File: src/hw/rtl/pira_pkg.sv
// Shared types and constants for the positional insert/remove array list.
`default_nettype none

package pira_pkg;

  // Fixed field widths of the request and result items.
  localparam int unsigned DataWidth     = 32;
  localparam int unsigned PosWidth      = 4;
  localparam int unsigned KindWidth     = 3;
  localparam int unsigned StatusWidth   = 2;
  localparam int unsigned CountOutWidth = 5;

  // Packed stream widths, rounded up to whole bytes.
  localparam int unsigned InTdataWidth  = 40;
  localparam int unsigned OutTdataWidth = 40;

  // Default list capacity.
  localparam int unsigned DefaultDepth = 16;

  // Request kinds.
  typedef enum logic [KindWidth-1:0] {
    KIND_APPEND = 3'd0,
    KIND_POP    = 3'd1,
    KIND_READ   = 3'd2,
    KIND_INSERT = 3'd3,
    KIND_REMOVE = 3'd4
  } kind_e;

  // Result status codes.
  typedef enum logic [StatusWidth-1:0] {
    STAT_OK     = 2'd0,
    STAT_EMPTY  = 2'd1,
    STAT_FULL   = 2'd2,
    STAT_BADPOS = 2'd3
  } status_e;

  // Operation broadcast to every cell of the chain.
  typedef enum logic [1:0] {
    OP_HOLD   = 2'd0,
    OP_INSERT = 2'd1,
    OP_REMOVE = 2'd2
  } cell_op_e;

  // Control group from the sequencer to the cells.
  typedef struct packed {
    cell_op_e op;
    logic     gather;
  } cell_ctl_t;

  // Sequencer states.
  typedef enum logic [1:0] {
    FSM_IDLE   = 2'd0,
    FSM_GATHER = 2'd1,
    FSM_DONE   = 2'd2
  } fsm_e;

endpackage

`default_nettype wire

File: src/hw/rtl/pira_cell.sv
// One storage cell of the list: an entry register and a gather stage.
`default_nettype none

module pira_cell #(
  parameter int unsigned IDX_W = 4,
  parameter int unsigned INDEX = 0
) (
  input  wire                              clk_i,
  input  wire  pira_pkg::cell_ctl_t        ctl_i,
  input  wire  [IDX_W-1:0]                 pos_i,
  input  wire  [IDX_W-1:0]                 sel_i,
  input  wire  [pira_pkg::DataWidth-1:0]   value_i,
  input  wire  [pira_pkg::DataWidth-1:0]   lower_i,
  input  wire  [pira_pkg::DataWidth-1:0]   upper_i,
  input  wire  [pira_pkg::DataWidth-1:0]   gather_up_i,
  output logic [pira_pkg::DataWidth-1:0]   entry_o,
  output logic [pira_pkg::DataWidth-1:0]   gather_o
);
  import pira_pkg::*;

  localparam logic [IDX_W-1:0] MyIdx = IDX_W'(INDEX);

  logic [DataWidth-1:0] entry_q, entry_d;
  logic [DataWidth-1:0] gather_q, gather_d;

  // Entry update: on insert, cells above the position shift up and the cell
  // at it loads the value; on remove, cells at and above take their upper neighbor.
  always_comb begin
    entry_d = entry_q;
    unique case (ctl_i.op)
      OP_INSERT: begin
        if (MyIdx > pos_i) begin
          entry_d = lower_i;
        end else if (MyIdx == pos_i) begin
          entry_d = value_i;
        end
      end
      OP_REMOVE: begin
        if (MyIdx >= pos_i) begin
          entry_d = upper_i;
        end
      end
      default: entry_d = entry_q;
    endcase
  end

  // Gather chain: the selected cell loads its entry, every other cell takes
  // the value from above, so the entry walks down toward cell zero.
  always_comb begin
    if (ctl_i.gather && (MyIdx == sel_i)) begin
      gather_d = entry_q;
    end else begin
      gather_d = gather_up_i;
    end
  end

  always_ff @(posedge clk_i) begin
    entry_q  <= entry_d;
    gather_q <= gather_d;
  end

  assign entry_o  = entry_q;
  assign gather_o = gather_q;

endmodule

`default_nettype wire

File: src/hw/rtl/pira_ctrl.sv
// Request sequencer: decode, range checks, fill count and result register.
`default_nettype none

module pira_ctrl #(
  parameter int unsigned DEPTH = 16,
  parameter int unsigned IDX_W = 4,
  parameter int unsigned CNT_W = 5
) (
  input  wire                                  clk_i,
  input  wire                                  rst_ni,
  // Request side.
  input  wire                                  req_valid_i,
  output logic                                 req_ready_o,
  input  wire  [pira_pkg::KindWidth-1:0]       kind_i,
  input  wire  [pira_pkg::DataWidth-1:0]       value_i,
  input  wire  [pira_pkg::PosWidth-1:0]        pos_i,
  // Cell chain control.
  output pira_pkg::cell_ctl_t                  ctl_o,
  output logic [IDX_W-1:0]                     pos_o,
  output logic [IDX_W-1:0]                     sel_o,
  input  wire  [pira_pkg::DataWidth-1:0]       gather0_i,
  // Result side.
  output logic                                 res_valid_o,
  input  wire                                  res_ready_i,
  output logic [pira_pkg::DataWidth-1:0]       res_value_o,
  output pira_pkg::status_e                    res_status_o,
  output logic [pira_pkg::CountOutWidth-1:0]   res_count_o
);
  import pira_pkg::*;

  localparam int unsigned CmpW = CNT_W + PosWidth;

  fsm_e                 state_q, state_d;
  logic [CNT_W-1:0]     count_q, count_d;
  logic [IDX_W-1:0]     gcnt_q, gcnt_d;
  logic [DataWidth-1:0] rval_q, rval_d;
  status_e              rstat_q, rstat_d;

  logic                     out_valid_q, out_valid_d;
  logic [DataWidth-1:0]     out_value_q;
  status_e                  out_status_q;
  logic [CountOutWidth-1:0] out_count_q;
  logic                     out_load;

  logic [CmpW-1:0]                  pos_ext, cnt_ext;
  logic                             pos_lt, pos_le, is_full, is_empty;
  logic [CNT_W-1:0]                 count_inc, count_dec;
  logic [IDX_W-1:0]                 tail_idx, app_idx, pos_idx;
  logic [CNT_W+CountOutWidth-1:0]   count_wide;

  // Range and fill checks on the current count.
  assign pos_ext   = CmpW'(pos_i);
  assign cnt_ext   = CmpW'(count_q);
  assign pos_lt    = pos_ext < cnt_ext;
  assign pos_le    = pos_ext <= cnt_ext;
  assign is_full   = count_q == CNT_W'(DEPTH);
  assign is_empty  = count_q == '0;
  assign count_inc = count_q + CNT_W'(1);
  assign count_dec = count_q - CNT_W'(1);
  assign tail_idx  = IDX_W'(count_dec);
  assign app_idx   = IDX_W'(count_q);
  assign pos_idx   = IDX_W'(pos_i);
  assign count_wide = (CNT_W+CountOutWidth)'(count_q);

  assign req_ready_o = state_q == FSM_IDLE;

  // Next state, cell commands and result capture.
  always_comb begin
    state_d    = state_q;
    count_d    = count_q;
    gcnt_d     = gcnt_q;
    rval_d     = rval_q;
    rstat_d    = rstat_q;
    ctl_o.op   = OP_HOLD;
    ctl_o.gather = 1'b0;
    pos_o      = '0;
    sel_o      = '0;
    out_load   = 1'b0;
    unique case (state_q)
      FSM_IDLE: begin
        if (req_valid_i) begin
          state_d = FSM_DONE;
          rval_d  = '0;
          rstat_d = STAT_OK;
          unique case (kind_e'(kind_i))
            KIND_APPEND: begin
              if (is_full) begin
                rstat_d = STAT_FULL;
              end else begin
                ctl_o.op = OP_INSERT;
                pos_o    = app_idx;
                count_d  = count_inc;
              end
            end
            KIND_POP: begin
              if (is_empty) begin
                rstat_d = STAT_EMPTY;
              end else begin
                count_d      = count_dec;
                ctl_o.gather = 1'b1;
                sel_o        = tail_idx;
                gcnt_d       = tail_idx;
                state_d      = FSM_GATHER;
              end
            end
            KIND_READ: begin
              if (!pos_lt) begin
                rstat_d = STAT_BADPOS;
              end else begin
                ctl_o.gather = 1'b1;
                sel_o        = pos_idx;
                gcnt_d       = pos_idx;
                state_d      = FSM_GATHER;
              end
            end
            KIND_INSERT: begin
              if (!pos_le) begin
                rstat_d = STAT_BADPOS;
              end else if (is_full) begin
                rstat_d = STAT_FULL;
              end else begin
                ctl_o.op = OP_INSERT;
                pos_o    = pos_idx;
                count_d  = count_inc;
              end
            end
            KIND_REMOVE: begin
              if (!pos_lt) begin
                rstat_d = STAT_BADPOS;
              end else begin
                ctl_o.op = OP_REMOVE;
                pos_o    = pos_idx;
                count_d  = count_dec;
              end
            end
            default: rstat_d = STAT_BADPOS;
          endcase
        end
      end
      FSM_GATHER: begin
        // The selected entry reaches cell zero when the counter runs out.
        if (gcnt_q == '0) begin
          rval_d  = gather0_i;
          state_d = FSM_DONE;
        end else begin
          gcnt_d = gcnt_q - IDX_W'(1);
        end
      end
      FSM_DONE: begin
        if (!out_valid_q || res_ready_i) begin
          out_load = 1'b1;
          state_d  = FSM_IDLE;
        end
      end
      default: state_d = FSM_IDLE;
    endcase
  end

  // Output register valid flag.
  always_comb begin
    if (out_load) begin
      out_valid_d = 1'b1;
    end else if (res_ready_i) begin
      out_valid_d = 1'b0;
    end else begin
      out_valid_d = out_valid_q;
    end
  end

  // Control state.
  always_ff @(posedge clk_i or negedge rst_ni) begin
    if (!rst_ni) begin
      state_q     <= FSM_IDLE;
      count_q     <= '0;
      out_valid_q <= 1'b0;
    end else begin
      state_q     <= state_d;
      count_q     <= count_d;
      out_valid_q <= out_valid_d;
    end
  end

  // Payload registers.
  always_ff @(posedge clk_i) begin
    gcnt_q  <= gcnt_d;
    rval_q  <= rval_d;
    rstat_q <= rstat_d;
    if (out_load) begin
      out_value_q  <= rval_q;
      out_status_q <= rstat_q;
      out_count_q  <= count_wide[CountOutWidth-1:0];
    end
  end

  assign res_valid_o  = out_valid_q;
  assign res_value_o  = out_value_q;
  assign res_status_o = out_status_q;
  assign res_count_o  = out_count_q;

endmodule

`default_nettype wire

File: src/hw/rtl/positional_insert_remove_array_core.sv
// Top level of the positional insert/remove array list.
`default_nettype none

// Ordered list of up to DEPTH signed 32-bit entries held in a chain of
// cells, one entry per cell. Each request appends, pops, reads, inserts or
// removes, and gets exactly one result with the read value, a status and
// the new count; a refused request changes nothing. Inserts and removes
// shift all affected cells at once, at the edge that accepts the request.
// Append, insert, remove and every refused request go from the idle state
// to the done state and back to idle once the output register is free. A
// read or a pop passes through the gather state first, since the selected
// entry travels down the gather chain one cell per cycle until it reaches
// cell zero. The block works on one request at a time; a finished result
// waits in the output register while the next request is taken. Entries
// are not cleared at reset; only the count, state and valid flag are.
module positional_insert_remove_array_core #(
  parameter int unsigned DEPTH = pira_pkg::DefaultDepth
) (
  input  wire                                   clk_i,
  input  wire                                   rst_ni,
  // Request stream.
  input  wire                                   s_axis_tvalid_i,
  output logic                                  s_axis_tready_o,
  // tdata: value [31:0], position [35:32], zero padding [39:36].
  input  wire  [pira_pkg::InTdataWidth-1:0]     s_axis_tdata_i,
  // tuser: kind [2:0].
  input  wire  [pira_pkg::KindWidth-1:0]        s_axis_tuser_i,
  // Result stream.
  output logic                                  m_axis_tvalid_o,
  input  wire                                   m_axis_tready_i,
  // tdata: read_value [31:0], count [36:32], zero padding [39:37].
  output logic [pira_pkg::OutTdataWidth-1:0]    m_axis_tdata_o,
  // tuser: status [1:0].
  output logic [pira_pkg::StatusWidth-1:0]      m_axis_tuser_o
);
  import pira_pkg::*;

  localparam int unsigned IdxW = $clog2(DEPTH);
  localparam int unsigned CntW = $clog2(DEPTH + 1);
  localparam int unsigned PadW = OutTdataWidth - DataWidth - CountOutWidth;

  cell_ctl_t                ctl;
  logic [IdxW-1:0]          cell_pos;
  logic [IdxW-1:0]          cell_sel;
  logic [DataWidth-1:0]     req_value;
  logic [PosWidth-1:0]      req_pos;
  logic [DataWidth-1:0]     entry_w  [DEPTH];
  logic [DataWidth-1:0]     gather_w [DEPTH];
  logic [DataWidth-1:0]     res_value;
  status_e                  res_status;
  logic [CountOutWidth-1:0] res_count;

  // Unpack the request fields.
  assign req_value = s_axis_tdata_i[DataWidth-1:0];
  assign req_pos   = s_axis_tdata_i[DataWidth+PosWidth-1:DataWidth];

  // Sequencer.
  pira_ctrl #(
    .DEPTH (DEPTH),
    .IDX_W (IdxW),
    .CNT_W (CntW)
  ) u_ctrl (
    .clk_i        (clk_i),
    .rst_ni       (rst_ni),
    .req_valid_i  (s_axis_tvalid_i),
    .req_ready_o  (s_axis_tready_o),
    .kind_i       (s_axis_tuser_i),
    .value_i      (req_value),
    .pos_i        (req_pos),
    .ctl_o        (ctl),
    .pos_o        (cell_pos),
    .sel_o        (cell_sel),
    .gather0_i    (gather_w[0]),
    .res_valid_o  (m_axis_tvalid_o),
    .res_ready_i  (m_axis_tready_i),
    .res_value_o  (res_value),
    .res_status_o (res_status),
    .res_count_o  (res_count)
  );

  // Chain of cells; each sees its lower and upper neighbor.
  for (genvar i = 0; i < DEPTH; i++) begin : g_cell
    logic [DataWidth-1:0] lower_w;
    logic [DataWidth-1:0] upper_w;
    logic [DataWidth-1:0] gup_w;

    if (i == 0) begin : g_bottom
      assign lower_w = '0;
    end else begin : g_lower
      assign lower_w = entry_w[i-1];
    end

    if (i == DEPTH - 1) begin : g_top
      assign upper_w = '0;
      assign gup_w   = '0;
    end else begin : g_upper
      assign upper_w = entry_w[i+1];
      assign gup_w   = gather_w[i+1];
    end

    pira_cell #(
      .IDX_W (IdxW),
      .INDEX (i)
    ) u_cell (
      .clk_i       (clk_i),
      .ctl_i       (ctl),
      .pos_i       (cell_pos),
      .sel_i       (cell_sel),
      .value_i     (req_value),
      .lower_i     (lower_w),
      .upper_i     (upper_w),
      .gather_up_i (gup_w),
      .entry_o     (entry_w[i]),
      .gather_o    (gather_w[i])
    );
  end

  // Pack the result.
  assign m_axis_tdata_o = {{PadW{1'b0}}, res_count, res_value};
  assign m_axis_tuser_o = res_status;

`ifndef ASSERT_OFF
  // Only one request is in flight: an accepted request blocks the next cycle.
  a_one_in_flight: assert property (
    @(posedge clk_i) disable iff (!rst_ni)
    (s_axis_tvalid_i && s_axis_tready_o) |=> !s_axis_tready_o
  ) else $error("request accepted while another is in flight");

  // Cells change their entries only at the edge that accepts a request.
  a_shift_on_accept: assert property (
    @(posedge clk_i) disable iff (!rst_ni)
    (ctl.op != OP_HOLD) |-> (s_axis_tvalid_i && s_axis_tready_o)
  ) else $error("cell shift without an accepted request");

  // A gather never coincides with a shift of the entries.
  a_gather_no_shift: assert property (
    @(posedge clk_i) disable iff (!rst_ni)
    ctl.gather |-> (ctl.op == OP_HOLD)
  ) else $error("gather issued together with a shift");

  // A refused request always returns a zero value.
  a_error_zero: assert property (
    @(posedge clk_i) disable iff (!rst_ni)
    (m_axis_tvalid_o && (m_axis_tuser_o != STAT_OK)) |->
      (m_axis_tdata_o[DataWidth-1:0] == '0)
  ) else $error("nonzero value on a refused request");
`endif

endmodule

`default_nettype wire

File: config.mk
export PLATFORM = sky130hd
export DESIGN_NAME = positional_insert_remove_array_core
export DESIGN_NICKNAME = d
export VERILOG_FILES = /design/src/hw/rtl/pira_pkg.sv /design/src/hw/rtl/pira_cell.sv /design/src/hw/rtl/pira_ctrl.sv /design/src/hw/rtl/positional_insert_remove_array_core.sv
export SDC_FILE = /design/constraint.sdc
export NUM_CORES = 2
export LEC_CHECK = 0
export BUFFER_PORTS_ARGS = -buffer_cell sky130_fd_sc_hd__buf_2
export CAP_MARGIN = 15
export CORE_MARGIN = 5
export CORE_UTILIZATION = 63
export CTS_BUF_LIST = sky130_fd_sc_hd__clkbuf_4 sky130_fd_sc_hd__clkbuf_8 sky130_fd_sc_hd__clkbuf_16
export CTS_CLUSTER_SIZE = 40
export DETAILED_ROUTE_END_ITERATION = 16
export PLACE_DENSITY = 0.85
export SLEW_MARGIN = 20
export SYNTH_ARGS = -nofsm -noshare
export SYNTH_HDL_FRONTEND = slang
export SYNTH_SLANG_ARGS = --single-unit
File: constraint.sdc
create_clock -name clk_i -period 6.6 [get_ports clk_i]
set_clock_uncertainty 0.2 [all_clocks]
set_input_delay 0.99 -clock clk_i [delete_from_list [all_inputs] [get_ports clk_i]]
set_output_delay 0.99 -clock clk_i [all_outputs]
set_load 0.05 [all_outputs]
==> flow_metrics.env <==
export IMPL_fillers=5069
export IMPL_clock_latency_ns=0.66
export IMPL_status="complete, no violations"
export IMPL_antenna_left=0
export IMPL_finalCritPeriodShare=0.7799
export IMPL_netlist_top_cells_area="edfxtp_1 36%, dfxtp_1 21%, mux2_2 10%"
export IMPL_crit_arrival_ns=5.40
export IMPL_synth_edff_count=589
export IMPL_crit_fanout=155
export IMPL_dp_hpwl_mm=79.12
export IMPL_totalWireLength_mm=131.6
export IMPL_cp_end_kind="register"
export IMPL_yosysWarnings=0
export IMPL_setup_viol=0
export IMPL_syn_area_um2=48740
export IMPL_cts_tree="yes"
export IMPL_final_setup_tns_ns=0
export IMPL_crit_type="reg -> reg"
export IMPL_grt_pass1_vias=34090
export IMPL_layout_drive_gt1_share=0.2243
export IMPL_cts_buffers=103
export IMPL_peakVddDrop_mv=0.2087
export IMPL_place_port_buffers=83
export IMPL_clock_fmax_ghz=0.1943
export IMPL_synthArstFlopShare=0.007214
export IMPL_cap_violations=0
export IMPL_wire_per_inst_um=26.10
export IMPL_die_area_um2=83020
export IMPL_dr_total_vias=34790
export IMPL_synth_most_common_cell="edfxtp_1"
export IMPL_rsz0062_at_grt="false"
export IMPL_yosysTopAreaCellShare=0.3629
export IMPL_cp_slowest_cell="buf_4"
export IMPL_critPathMaxStageDelay_ns=0.67
export IMPL_slew_headroom=0.2013
export IMPL_multi_input_area_um2=18920
export IMPL_pin_count=91
export IMPL_fin_ws_ns=1.453
export IMPL_crit_chain="inv_1 > ha_1 > nor2_1 > a211o_1 > and2_1 > nand2_1 > inv_1 > ha_4 > buf_12 > buf_4 > nor4_1 > mux2_2 > a2111oi_2"
export IMPL_syn_inst=4007
export IMPL_synth_top_area_cell="edfxtp_1"
export IMPL_hold_class="reg -> reg"
export IMPL_syn2layout_area_growth_pct=9.504
export IMPL_post_route_drc_count=0
export IMPL_grt_max_degree=156
export IMPL_dr_wl_met3_mm=17.50
export IMPL_gp_congestion=0.8625
export IMPL_die_y_um=288.1
export IMPL_grt_usage=0.3075
export IMPL_postLayoutCellArea_um2=53370
export IMPL_cts_setup_buffers=0
export IMPL_cts_max_level=3
export IMPL_path_clk_slew_ns=0.06
export IMPL_top_layer="met4"
export IMPL_antenna_found_initial=10
export IMPL_gr_total_overflow=0
export IMPL_cts_buffer_depth=3
export IMPL_cts_repair_resized=0
export IMPL_tightest_slew_ns=1.195
export IMPL_cts_hold_buf=1
export IMPL_place_area_um2=49810
export IMPL_report_final_slew_viol_count=0
export IMPL_synth_seq_cells=1109
export IMPL_die_w_um=288.1
export IMPL_stdcell_count=5040
export IMPL_synth_main_ff_cell="edfxtp_1"
export IMPL_nNetsFinal=3960
export IMPL_required_ns=6.85
export IMPL_start_util=0.6322
export IMPL_seq_area_um2=28140
export IMPL_fp_row_count=102
export IMPL_fin_crit_ns=5.147
export IMPL_cts_root_buf="clkbuf_16"
export IMPL_power_density_nw_per_um2=317.3
export IMPL_routedLengthMet1_mm=49.56
export IMPL_avgSynthCellArea_um2=12.16
export IMPL_fp_coreArea_um2=77080
export IMPL_synth_cell_types=81
export IMPL_ys_seq_area_frac=0.5773
export IMPL_hold_viol_final=0
export IMPL_power_leakage_nw=20.00
export IMPL_met2_length_mm=59.46
export IMPL_synth_commonest_cells="589 x edfxtp_1, 512 x dfxtp_1, 437 x mux2_2"
export IMPL_drt_vias_per_instance=6.902
export IMPL_clock_sinks=1109
export IMPL_place_inst=4836
export IMPL_pre_cts_slack_ns=1.162
export IMPL_cp_common_cell="inv_1"
export IMPL_drtIter0Drc=4800
export IMPL_critPathLaunchType="register"
export IMPL_grt_pass1_wl_mm=201.9
export IMPL_first_pass_iters=9
==> power breakdown <==
group	internal [mW]	total (mW)	switching [mW]	leakage [nW]
clock	3.53	6.08	2.55	1.78
sequential	7.94	8.23	0.290	9.60
combinational	0.777	2.63	1.85	8.62
==> final timing paths <==
path | from | end | slack (ns) | depth (start not counted)
min reg2reg | u_ctrl.rval_q[28]$_SDFFCE_PN0P_ | u_ctrl.res_value_o[28]$_DFFE_PP_ | 0.21 | 0
min in group asynchronous | rst_ni | u_ctrl.state_q[1]$_DFFE_PN0P_ | 0.52 | 2
min | u_ctrl.rval_q[28]$_SDFFCE_PN0P_ | u_ctrl.res_value_o[28]$_DFFE_PP_ | 0.21 | 0
max | u_ctrl.count_q[2]$_DFFE_PN0P_ | g_cell[5].u_cell.entry_o[22]$_DFFE_PP_ | 1.45 | 13
max in group asynchronous | rst_ni | u_ctrl.count_q[4]$_DFFE_PN0P_ | 5.50 | 2
max reg2reg | u_ctrl.count_q[2]$_DFFE_PN0P_ | g_cell[5].u_cell.entry_o[22]$_DFFE_PP_ | 1.45 | 13
==> per-stage QoR <==
step / util / power, mW / hold WS (ns)
5_1_grt: 0.6923 / 17.43 / 0.2240
4_1_cts: 0.6917 / 16.89 / 0.2164
6_report: 0.6923 / 16.93 / 0.2136
3_5_place_dp: 0.6462 / 10.89 / 0.2045
2_1_floorplan: - / 10.08 / 0.2003
3_3_place_gp: 0.6458 / 10.78 / 0.2012
==> layout make-up <==
cell class | count | area share
flip-flops and latches | 1109 | 0.5272
multi-input cells | 2443 | 0.3546
clock buffers | 156 | 0.05899
well taps | 1040 | 0.02438
repair buffers | 169 | 0.02218
clock inverters | 36 | 0.006682
inverters | 77 | 0.005510
diodes | 10 | 0.0004689
==> layer usage <==
| layer | vias to the layer above | GRT usage |
|---|---|---|
| met2 | 2793 | 0.4766 |
| met3 | 425 | 0.07103 |
| li1 | 14930 | - |
| met4 | 0 | 0.1158 |
| met5 | - | 0 |
| met1 | 16640 | 0.4275 |
==> cells in the final DEF (no fill, tap or decap), types with 24 or more instances in the layout <==
master	n
nor3b_1	66
nor2_1	110
a21oi_1	73
a31oi_1	34
mux2_2	437
o311ai_0	32
and2_1	68
nor4b_1	33
a2bb2oi_1	63
nor3_1	70
a221oi_1	32
a221o_1	98
nand3_1	135
clkbuf_16	105
nor4_1	65
or4_1	33
nor2b_1	69
mux2_1	76
o211ai_1	65
a22oi_1	33
mux2i_1	129
buf_2	83
inv_1	76
dfxtp_1	512
edfxtp_1	589
a2111oi_2	24
and4_1	32
o21ai_0	202
nand2_1	251
clkbuf_4	29
a311o_1	32
a21o_1	38
buf_4	76
==> worst max-delay path: cells and delay by family, from the launching register on <==
family	cells	cell delay [ns]
flops	1	0.59
buf+inv	4	1.45
fa+ha+maj	2	0.64
compound gates	2	0.75
mux	1	0.31
simple gates	4	0.89
==> registers in the layout, indices dropped and copies added (netlist names) <==
| signal | cells |
|---|---|
| u_ctrl.rstat_q | 2 |
| u_ctrl.res_status_o | 2 |
| u_ctrl.res_value_o | 32 |
| g_cell.u_cell.entry_o | 512 |
| u_ctrl.rval_q | 32 |
| u_ctrl.count_q | 5 |
| g_cell.u_cell.gather_o | 512 |
| u_ctrl.state_q | 2 |
| u_ctrl.gcnt_q | 4 |
| u_ctrl.res_valid_o | 1 |
| u_ctrl.res_count_o | 5 |
==> cell families (layout without fill, tap and decap cells) <==
| kind of cell | after synthesis | after routing | share of synthesized area |
|---|---|---|---|
| DFF | 1109 | 1109 | 0.5773 |
| AOI/OAI and AO/OA | 791 | 791 | 0.1216 |
| buffers and inverters | 457 | 438 | 0.04164 |
| xor gates and xnor gates | 7 | 7 | 0.001258 |
| other | 1 | 13 | 0.00007695 |
| adders and majority gates | 10 | 10 | 0.002567 |
| and+or+nand+nor | 990 | 990 | 0.1105 |
| muxes | 642 | 642 | 0.1450 |
Power figures use the tool's default switching activity.
